===== config.mk =====
export PLATFORM = sky130hd
export DESIGN_NAME = cycle_counter_time_split
export DESIGN_NICKNAME = d
export VERILOG_FILES = /design/src/sv/cct_pkg.sv /design/src/sv/cct_div_chain.sv /design/src/sv/cycle_counter_time_split.sv
export VERILOG_INCLUDE_DIRS = /design/src /design/src/sv
export SDC_FILE = /design/constraint.sdc
export NUM_CORES = 1
export LEC_CHECK = 0
export BUFFER_PORTS_ARGS = -buffer_cell sky130_fd_sc_hd__buf_2
export CELL_PAD_IN_SITES_DETAIL_PLACEMENT = 1
export CELL_PAD_IN_SITES_GLOBAL_PLACEMENT = 1
export CORE_MARGIN = 1
export CORE_UTILIZATION = 25
export CTS_CLUSTER_DIAMETER = 80
export DETAILED_ROUTE_END_ITERATION = 10
export GPL_TIMING_DRIVEN = 0
export PLACE_DENSITY_LB_ADDON = 0.1
export SLEW_MARGIN = 0
export SYNTH_ARGS = -nofsm -noshare
export SYNTH_HDL_FRONTEND = slang
export SYNTH_HIERARCHICAL = 1
export SYNTH_SLANG_ARGS = --single-unit

===== constraint.sdc =====
create_clock -name clk -period 9.5 [get_ports clk]
set_clock_uncertainty 0.05 [all_clocks]
set_input_delay 0.475 -clock clk [delete_from_list [all_inputs] [get_ports clk]]
set_output_delay 0.475 -clock clk [all_outputs]
set_load 0.01 [all_outputs]

===== src/sv/assert_macros.svh =====
// ---------------------------------------------------------------------------
// assertion macros
// shared concurrent assertion forms, clocked on clk with rst_n as reset
// ---------------------------------------------------------------------------
`ifndef ASSERT_MACROS_SVH
`define ASSERT_MACROS_SVH

// same-cycle implication
`define AST_SAME(lbl, ante, cons) \
    lbl: assert property (@(posedge clk) disable iff (!rst_n) (ante) |-> (cons)) \
        else $error("assertion failed");

// next-cycle implication
`define AST_NEXT(lbl, ante, cons) \
    lbl: assert property (@(posedge clk) disable iff (!rst_n) (ante) |=> (cons)) \
        else $error("assertion failed");

`endif


===== src/sv/cct_pkg.sv =====
// ---------------------------------------------------------------------------
// cct_pkg
// constants and types of the cycle counter time split block
// ---------------------------------------------------------------------------
package cct_pkg;

    localparam int CNT_BITS  = 32;                      // used bits of a counter sample
    localparam int WRAP_BITS = 32;
    localparam int TICK_BITS = 64;
    localparam int CPU_BITS  = 10;                      // cycles per microsecond register
    localparam int SEC_BITS  = 45;
    localparam int SUB_BITS  = 10;                      // milliseconds and microseconds
    localparam int STEP_BITS = $clog2(TICK_BITS + 1);

    localparam logic [SUB_BITS:0] US_PER_MS = (SUB_BITS + 1)'(1000);

    typedef struct packed {
        logic busy;
        logic done;
    } cct_div_stat_t;

endpackage


===== src/sv/cct_div_chain.sv =====
// ---------------------------------------------------------------------------
// cct_div_chain
// bit-serial long division by the clock rate, cascaded into two divisions
// by 1000; quotient bits stream msb first from one stage into the next
// ---------------------------------------------------------------------------
`include "assert_macros.svh"

module cct_div_chain (
    input  logic                             clk,
    input  logic                             rst_n,
    input  logic                             start,
    input  logic [cct_pkg::TICK_BITS-1:0]    dividend,
    input  logic [cct_pkg::CPU_BITS-1:0]     divisor,
    output cct_pkg::cct_div_stat_t           stat,
    output logic [cct_pkg::SEC_BITS-1:0]     seconds,
    output logic [cct_pkg::SUB_BITS-1:0]     milliseconds,
    output logic [cct_pkg::SUB_BITS-1:0]     microseconds
);
    import cct_pkg::*;

    logic [TICK_BITS-1:0] dvd_reg,   dvd_next;
    logic [CPU_BITS-1:0]  div_reg,   div_next;
    logic [CPU_BITS-1:0]  rem_a_reg, rem_a_next;
    logic [SUB_BITS-1:0]  rem_b_reg, rem_b_next;
    logic [SUB_BITS-1:0]  rem_c_reg, rem_c_next;
    logic [SEC_BITS-1:0]  sec_reg,   sec_next;
    logic [STEP_BITS-1:0] cnt_reg,   cnt_next;
    logic                 busy_reg,  busy_next;
    logic                 done_reg,  done_next;

    logic [CPU_BITS:0]    sh_a;
    logic [SUB_BITS:0]    sh_b;
    logic [SUB_BITS:0]    sh_c;
    logic                 q_a;
    logic                 q_b;
    logic                 q_c;

    // one restoring step per stage, chained in the same cycle
    always_comb
    begin
        sh_a = {rem_a_reg, dvd_reg[TICK_BITS-1]};
        q_a  = (sh_a >= {1'b0, div_reg});
        sh_b = {rem_b_reg, q_a};
        q_b  = (sh_b >= US_PER_MS);
        sh_c = {rem_c_reg, q_b};
        q_c  = (sh_c >= US_PER_MS);
    end

    always_comb
    begin
        dvd_next   = dvd_reg;
        div_next   = div_reg;
        rem_a_next = rem_a_reg;
        rem_b_next = rem_b_reg;
        rem_c_next = rem_c_reg;
        sec_next   = sec_reg;
        cnt_next   = cnt_reg;
        busy_next  = busy_reg;
        done_next  = 1'b0;
        if (start)
        begin
            dvd_next   = dividend;
            div_next   = divisor;
            rem_a_next = '0;
            rem_b_next = '0;
            rem_c_next = '0;
            sec_next   = '0;
            cnt_next   = STEP_BITS'(TICK_BITS);
            busy_next  = 1'b1;
        end
        else if (busy_reg)
        begin
            dvd_next   = {dvd_reg[TICK_BITS-2:0], 1'b0};
            rem_a_next = CPU_BITS'(q_a ? (sh_a - {1'b0, div_reg}) : sh_a);
            rem_b_next = SUB_BITS'(q_b ? (sh_b - US_PER_MS) : sh_b);
            rem_c_next = SUB_BITS'(q_c ? (sh_c - US_PER_MS) : sh_c);
            sec_next   = {sec_reg[SEC_BITS-2:0], q_c};
            cnt_next   = cnt_reg - STEP_BITS'(1);
            if (cnt_reg == STEP_BITS'(1))
            begin
                busy_next = 1'b0;
                done_next = 1'b1;
            end
        end
    end

    always_ff @(posedge clk or negedge rst_n)
    begin
        if (!rst_n)
        begin
            cnt_reg  <= '0;
            busy_reg <= 1'b0;
            done_reg <= 1'b0;
        end
        else
        begin
            cnt_reg  <= cnt_next;
            busy_reg <= busy_next;
            done_reg <= done_next;
        end
    end

    always_ff @(posedge clk)
    begin
        dvd_reg   <= dvd_next;
        div_reg   <= div_next;
        rem_a_reg <= rem_a_next;
        rem_b_reg <= rem_b_next;
        rem_c_reg <= rem_c_next;
        sec_reg   <= sec_next;
    end

    assign stat.busy    = busy_reg;
    assign stat.done    = done_reg;
    assign seconds      = sec_reg;
    assign milliseconds = rem_c_reg;
    assign microseconds = rem_b_reg;

    `AST_NEXT(a_start_busy, start, busy_reg && cnt_reg == STEP_BITS'(TICK_BITS))
    `AST_NEXT(a_last_done, busy_reg && !start && cnt_reg == STEP_BITS'(1), done_reg && !busy_reg)
    `AST_SAME(a_done_range, done_reg, rem_b_reg < US_PER_MS && rem_c_reg < US_PER_MS)

endmodule


===== src/sv/cycle_counter_time_split.sv =====
// ---------------------------------------------------------------------------
// cycle_counter_time_split
// extends counter samples to 64-bit ticks and splits ticks / clock rate
// into seconds, milliseconds and microseconds
// a sample is taken only in the idle state, runs through the bit-serial
// divider chain and waits there until the output register is free; the
// result then waits in the output register while a new sample is taken
// reset: wrap count and previous sample clear, the cycles-per-us register returns to 1
// ---------------------------------------------------------------------------
`include "assert_macros.svh"

module cycle_counter_time_split (
    input  logic                             clk,
    input  logic                             rst_n,
    input  logic                             cfg_valid,
    output logic                             cfg_ready,
    input  logic [cct_pkg::CPU_BITS-1:0]     cycles_per_us,
    input  logic                             in_valid,
    output logic                             in_ready,
    input  logic [31:0]                      counter_sample,
    output logic                             out_valid,
    input  logic                             out_ready,
    output logic [cct_pkg::TICK_BITS-1:0]    total_ticks,
    output logic [cct_pkg::SEC_BITS-1:0]     seconds,
    output logic [cct_pkg::SUB_BITS-1:0]     milliseconds,
    output logic [cct_pkg::SUB_BITS-1:0]     microseconds
);
    import cct_pkg::*;

    typedef enum logic [1:0] {
        S_IDLE,
        S_CALC,
        S_WAIT
    } state_t;

    state_t               state_reg, state_next;
    logic [CPU_BITS-1:0]  cpu_reg,   cpu_next;
    logic [CNT_BITS-1:0]  prev_reg,  prev_next;
    logic [WRAP_BITS-1:0] wrap_reg,  wrap_next;
    logic [TICK_BITS-1:0] ticks_reg, ticks_next;
    logic                 ov_reg,    ov_next;
    logic [TICK_BITS-1:0] ot_reg,    ot_next;
    logic [SEC_BITS-1:0]  os_reg,    os_next;
    logic [SUB_BITS-1:0]  oms_reg,   oms_next;
    logic [SUB_BITS-1:0]  ous_reg,   ous_next;

    logic                 in_acc;
    logic                 out_free;
    logic                 load_out;
    logic [CNT_BITS-1:0]  sample;
    logic [CPU_BITS-1:0]  div_eff;
    cct_div_stat_t        div_stat;
    logic [SEC_BITS-1:0]  d_sec;
    logic [SUB_BITS-1:0]  d_ms;
    logic [SUB_BITS-1:0]  d_us;

    assign in_ready  = (state_reg == S_IDLE);
    assign cfg_ready = 1'b1;
    assign in_acc    = in_valid && in_ready;
    assign out_free  = !ov_reg || out_ready;
    assign sample    = counter_sample[CNT_BITS-1:0];
    // a zero rate divides as one
    assign div_eff   = (cpu_reg == '0) ? CPU_BITS'(1) : cpu_reg;

    cct_div_chain u_div (
        .clk          (clk),
        .rst_n        (rst_n),
        .start        (in_acc),
        .dividend     (ticks_next),
        .divisor      (div_eff),
        .stat         (div_stat),
        .seconds      (d_sec),
        .milliseconds (d_ms),
        .microseconds (d_us)
    );

    always_comb
    begin
        state_next = state_reg;
        cpu_next   = cpu_reg;
        prev_next  = prev_reg;
        wrap_next  = wrap_reg;
        ticks_next = ticks_reg;
        load_out   = 1'b0;
        if (cfg_valid && cfg_ready)
            cpu_next = cycles_per_us;
        if (in_acc)
        begin
            // an equal sample is not a wrap
            if (sample < prev_reg)
                wrap_next = wrap_reg + WRAP_BITS'(1);
            prev_next  = sample;
            ticks_next = (TICK_BITS'(wrap_next) << CNT_BITS) + TICK_BITS'(sample);
        end
        case (state_reg)
            S_IDLE:
            begin
                if (in_acc)
                    state_next = S_CALC;
            end
            S_CALC:
            begin
                if (div_stat.done)
                begin
                    if (out_free)
                    begin
                        load_out   = 1'b1;
                        state_next = S_IDLE;
                    end
                    else
                        state_next = S_WAIT;
                end
            end
            S_WAIT:
            begin
                if (out_free)
                begin
                    load_out   = 1'b1;
                    state_next = S_IDLE;
                end
            end
            default:
                state_next = S_IDLE;
        endcase
    end

    always_comb
    begin
        ov_next  = ov_reg;
        ot_next  = ot_reg;
        os_next  = os_reg;
        oms_next = oms_reg;
        ous_next = ous_reg;
        if (ov_reg && out_ready)
            ov_next = 1'b0;
        if (load_out)
        begin
            ov_next  = 1'b1;
            ot_next  = ticks_reg;
            os_next  = d_sec;
            oms_next = d_ms;
            ous_next = d_us;
        end
    end

    always_ff @(posedge clk or negedge rst_n)
    begin
        if (!rst_n)
        begin
            state_reg <= S_IDLE;
            cpu_reg   <= CPU_BITS'(1);
            prev_reg  <= '0;
            wrap_reg  <= '0;
            ov_reg    <= 1'b0;
        end
        else
        begin
            state_reg <= state_next;
            cpu_reg   <= cpu_next;
            prev_reg  <= prev_next;
            wrap_reg  <= wrap_next;
            ov_reg    <= ov_next;
        end
    end

    always_ff @(posedge clk)
    begin
        ticks_reg <= ticks_next;
        ot_reg    <= ot_next;
        os_reg    <= os_next;
        oms_reg   <= oms_next;
        ous_reg   <= ous_next;
    end

    assign out_valid    = ov_reg;
    assign total_ticks  = ot_reg;
    assign seconds      = os_reg;
    assign milliseconds = oms_reg;
    assign microseconds = ous_reg;

    `AST_NEXT(a_accept_calc, in_acc, state_reg == S_CALC && div_stat.busy)
    `AST_SAME(a_done_in_calc, div_stat.done, state_reg == S_CALC)
    `AST_NEXT(a_load_valid, load_out, ov_reg && state_reg == S_IDLE)

endmodule


[Yosys cells after proc, flatten, opt, wreduce, memory -nomap -nowiden]
Index checks and enable logic that the tools add are counted.
Cells by class
  add/subtract/negate cells: 6
  multiply operators: 0
  divide/modulo/power cells: 0
  order comparisons: 4
  equality and inequality tests: 6
  shift-type cells: 0
  muxes and demuxes: 26
  bitwise operators: 0
  reductions and logical operators: 9
Operators by type and width (count)
  2-to-1 mux 64 bit: 3
  adder 64 x 32 -> 64 bit: 1
  2-to-1 mux 32 bit: 2
  adder 32 x 1 -> 32 bit (second input constant): 1
  < comparator 32 bit: 1
  2-to-1 mux 10 bit: 3
  >= comparator 11 x 10 -> 1 bit (second input constant): 2
  subtractor 10 bit (second input constant): 2
  2-to-1 mux 7 bit: 2
  >= comparator 11 x 10 -> 1 bit: 1
  zero test 10 bit: 1
  2-to-1 mux 1 bit: 10
  subtractor 10 bit: 1
  2-to-1 mux 2 bit: 4
  equality test 7 x 1 -> 1 bit (second input constant): 1
  subtractor 7 x 1 -> 7 bit (second input constant): 1
  one-hot mux 2 bit (3 select lines): 1
  != test 2 x 1 -> 1 bit (second input constant): 2
  nonzero test 2 bit: 2
  AND reduction 3 bit: 1
  equality test 2 x 1 -> 1 bit (second input constant): 1
  equality test 2 bit (second input constant): 1
  logical AND 1 bit: 2
  zero test 2 bit: 1
  other kinds (4): 4
Word-level totals
  bits in registers: 428
  latch bits: 0
  bits in writable memories: 0
  ROM bits: 0
  output and inout port bits: 132
  memories: 0

[Longest topological paths before layout]
  depth in word-level cells: 6
  depth in mapped cells: 11
  mapped depth without buffers: 9

[Hierarchy]
Netlist, hierarchy kept.
By module, submodules not included
  cycle_counter_time_split: times used 1, cells each 856, area an instance 10518.8 um^2, seq. area each 7083.0 um^2
  cct_div_chain: times used 1, cells each 571, area an instance 6927.9 um^2, seq. area each 3948.8 um^2

[Least setup slack after synthesis]
Ideal clock, no wire load.
  path type: flip-flop to flip-flop
  start: reg state_reg[1]
  end: reg, netlist name microseconds[0]
  arrival: 6.164 ns
  path slack: 2.666 ns
  cell stages (with the launch flop): 6
  path buffers: 0
  clock period less this slack: 6.834 ns
  cells stage by stage: dfrtp_1 -> inv_1 -> ha_1 -> a21o_1 -> nand2_1 -> nor2_1
RTL lines
  start: declaration: RTL line cycle_counter_time_split.sv:36  | state_t state_reg, state_next;
  start signal: assignment: RTL line cycle_counter_time_split.sv:158  | state_reg <= state_next;

[Worst setup path in the final report]
  start: reg state_reg[0]
  end: reg u_div.rem_c_reg[2], in the netlist u_div/milliseconds[2]
Between the ends
  longest elaborated chain between the ends: 2
RTL lines
  zero test 2 bit: RTL line cycle_counter_time_split.sv:57  | assign in_ready = (state_reg == S_IDLE);
  logical AND 1 bit: RTL line cycle_counter_time_split.sv:59  | assign in_acc = in_valid && in_ready;
  net in_acc: RTL line cycle_counter_time_split.sv:47  | logic in_acc;
  end signal: assignment: RTL line cct_div_chain.sv:109  | rem_c_reg <= rem_c_next;
  end: declaration: RTL line cct_div_chain.sv:25  | logic [SUB_BITS-1:0] rem_c_reg, rem_c_next;
The timed path passes the listed nets, and every way through them passes these cells.
A chain may end at the register's enable or synchronous reset.

==> flow_metrics.py <==
metrics = {
    "critical_path": {
        "max_stage_delay_ns": 0.88,
        "path_max_fanout": 24,
        "worstPathArrival_ns": 5.27,
        "critPathKind": "reg -> reg",
        "cpMostUsedCell": "clkbuf_1",
        "crit_chain": "inv_1 -> ha_1 -> nand2_1 -> inv_1 -> clkbuf_1 -> clkbuf_2 -> clkbuf_1 -> clkbuf_1 -> clkbuf_1 -> nor2_1",
        "cp_top_family": "buffers and inverters",
        "crit_slowest_cell": "clkbuf_1",
        "worstSetupEndpointType": "flop",
        "start_kind": "flop",
        "cp.required_ns": 9.91,
        "crit_buf_inv": 7,
    },
    "timing": {
        "final-setup-viol-count": 0,
        "fmax_mhz": 206,
        "finalHoldViolCount": 0,
        "period_needed_ns": 4.86,
        "period_share": 0.511,
        "slew_violations": 0,
        "tns_ns": 0,
        "rsz0062_at_grt": "no",
        "slew_headroom": 0.262,
        "max_slew.worst_pin.slew_ns": 1.11,
        "layout_setup_ws_ns": 4.64,
    },
    "yosys": {
        "synth_nets": 1523,
        "syn_avg_cell_area_um2": 12.2,
        "synth_cells": 1426,
        "syn-cell-area_mm2": 0.0174,
        "yosysWarnings": 6,
    },
    "placed_design": {
        "io_buffer_count": 176,
        "dp_hpwl_mm": 33.3,
        "gp_congestion": 0.771,
        "pre_cts_ws_ns": 3.93,
    },
    "clock_network": {
        "clock_latency_ns": 0.60,
        "clk_pin_slew_worst_paths_ns": 0.06,
        "cts_max_level": 2,
        "numClockSinks": 428,
        "cts-root-buf": "clkbuf_16",
        "cts_tree": "built",
        "ctsResizeCount": 0,
        "cts_buffers": 52,
        "cts_buffer_depth": 3,
    },
    "layout": {
        "syn_to_final_growth_pct": 22.3,
        "drive_above_1_share": 0.219,
        "antenna_cells": 0,
        "nets": 1760,
    },
    "status": {
        "outcome": "finished, final reports clean",
    },
    "global_route": {
        "grt_max_degree": 50,
        "grt_overflow": 0,
        "grt_use_total": 0.136,
        "grt_antenna_before_repair": 0,
        "grt_pass1_wl_mm": 74.7,
        "grt_pass1_vias": 12517,
    },
    "power": {
        "power_mw": 6.34,
        "p_per_area_mw_per_mm2": 297,
        "p_leak_nw": 8.86,
        "vdd_drop_max_v": 0.000124,
    },
    "route": {
        "post-route-drc-count": 0,
        "vias": 11768,
        "drt_iter0_drc": 464,
        "first_pass_iters": 4,
        "via_per_inst": 4.46,
        "wl_mm": 48.0,
        "postRouteAntennaNets": 0,
        "avgRoutedWirePerCell_um": 18.2,
    },
    "run": {
        "cap_violations": 0,
    },
    "floorplan": {
        "rows": 96,
        "io_pins": 179,
        "die_width_um": 266,
        "start_util": 0.253,
        "dieArea_mm2": 0.0708,
        "core_area_mm2": 0.0688,
        "die_h_um": 266,
    },
    "min_path": {
        "hold_class": "in -> reg",
    },
}
-- cell type report --
type | count | area, um2
plain buffers | 77 | 312
flip-flops and latches | 428 | 11000
fillers | 7537 | 47500
clock buffers | 73 | 1480
repair buffers | 183 | 1030
inverters | 65 | 246
well taps | 931 | 1160
clock inverters | 24 | 199
multi-input cells | 856 | 5860
-- tightest hold or removal path, cell delays in order --
cell and delay, ns:
buf_2 0.08, nand2_1 0.06, nand2_1 0.05
-- metrics by stage --
stage               cell area [um2]  utilization  hold slack (ns)  cells
floorplan                     17400            -            0.129   1426
global placement              19500        0.283            0.366   2533
detailed placement            19600        0.285            0.367   2539
CTS                           21300        0.310          0.00512   2637
global route                  21300        0.310           0.0432   2637
finish                        21300        0.310           0.0509   2637
-- cells in the final DEF, fill, tap and decap left out, types with 23 or more instances in the layout --
cell,count
mux2i_1,55
dfrtp_1,85
mux2_2,78
inv_1,64
nand2_1,142
nor4_1,23
ha_1,49
or4_1,31
edfxtp_1,203
clkbuf_16,52
buf_2,186
nand3_1,26
nor2_1,117
dfxtp_1,139
a21oi_1,24
clkbuf_1,61
o21ai_0,53
a31oi_1,33
xor2_1,34
o31ai_1,26
-- per-layer routing --
layer  global-route usage  share of wire  routed length [um]
met3               0.0219          0.034                1610
met2                0.229           0.48               23100
met1                0.179           0.46               22200
met4               0.0422          0.022                1070
met5                    0              0                   0
-- repair_timing --
action / 4_1_cts / 5_1_grt
hold endpoints to repair: 36 / 0
setup buffers: 0 / 0
hold buffers: 1 / 0
-- worst paths after layout --
check,startpoint,to,slack [ns],depth (start not counted)
max,state_reg[0]$_DFFE_PN0P_,u_div/milliseconds[2]$_SDFFE_PP0P_,4.64,10
min,counter_sample[0],prev_reg[0]$_DFFE_PN0P_,0.05,3
max reg2reg,state_reg[0]$_DFFE_PN0P_,u_div/milliseconds[2]$_SDFFE_PP0P_,4.64,10
min reg2reg,ticks_reg[13]$_DFF_P_,total_ticks[13]$_DFFE_PP_,0.38,0
max in group asynchronous,rst_n,prev_reg[15]$_DFFE_PN0P_,8.29,3
min in group asynchronous,rst_n,cpu_reg[8]$_DFFE_PN0P_,0.37,2
-- power breakdown --
| group | internal, mW | switching [mW] | total [mW] |
|---|---|---|---|
| registers | 2.51 | 0.248 | 2.76 |
| clock network | 1.14 | 0.812 | 1.95 |
| logic | 0.649 | 0.978 | 1.63 |
Power figures use the tool's default switching activity.
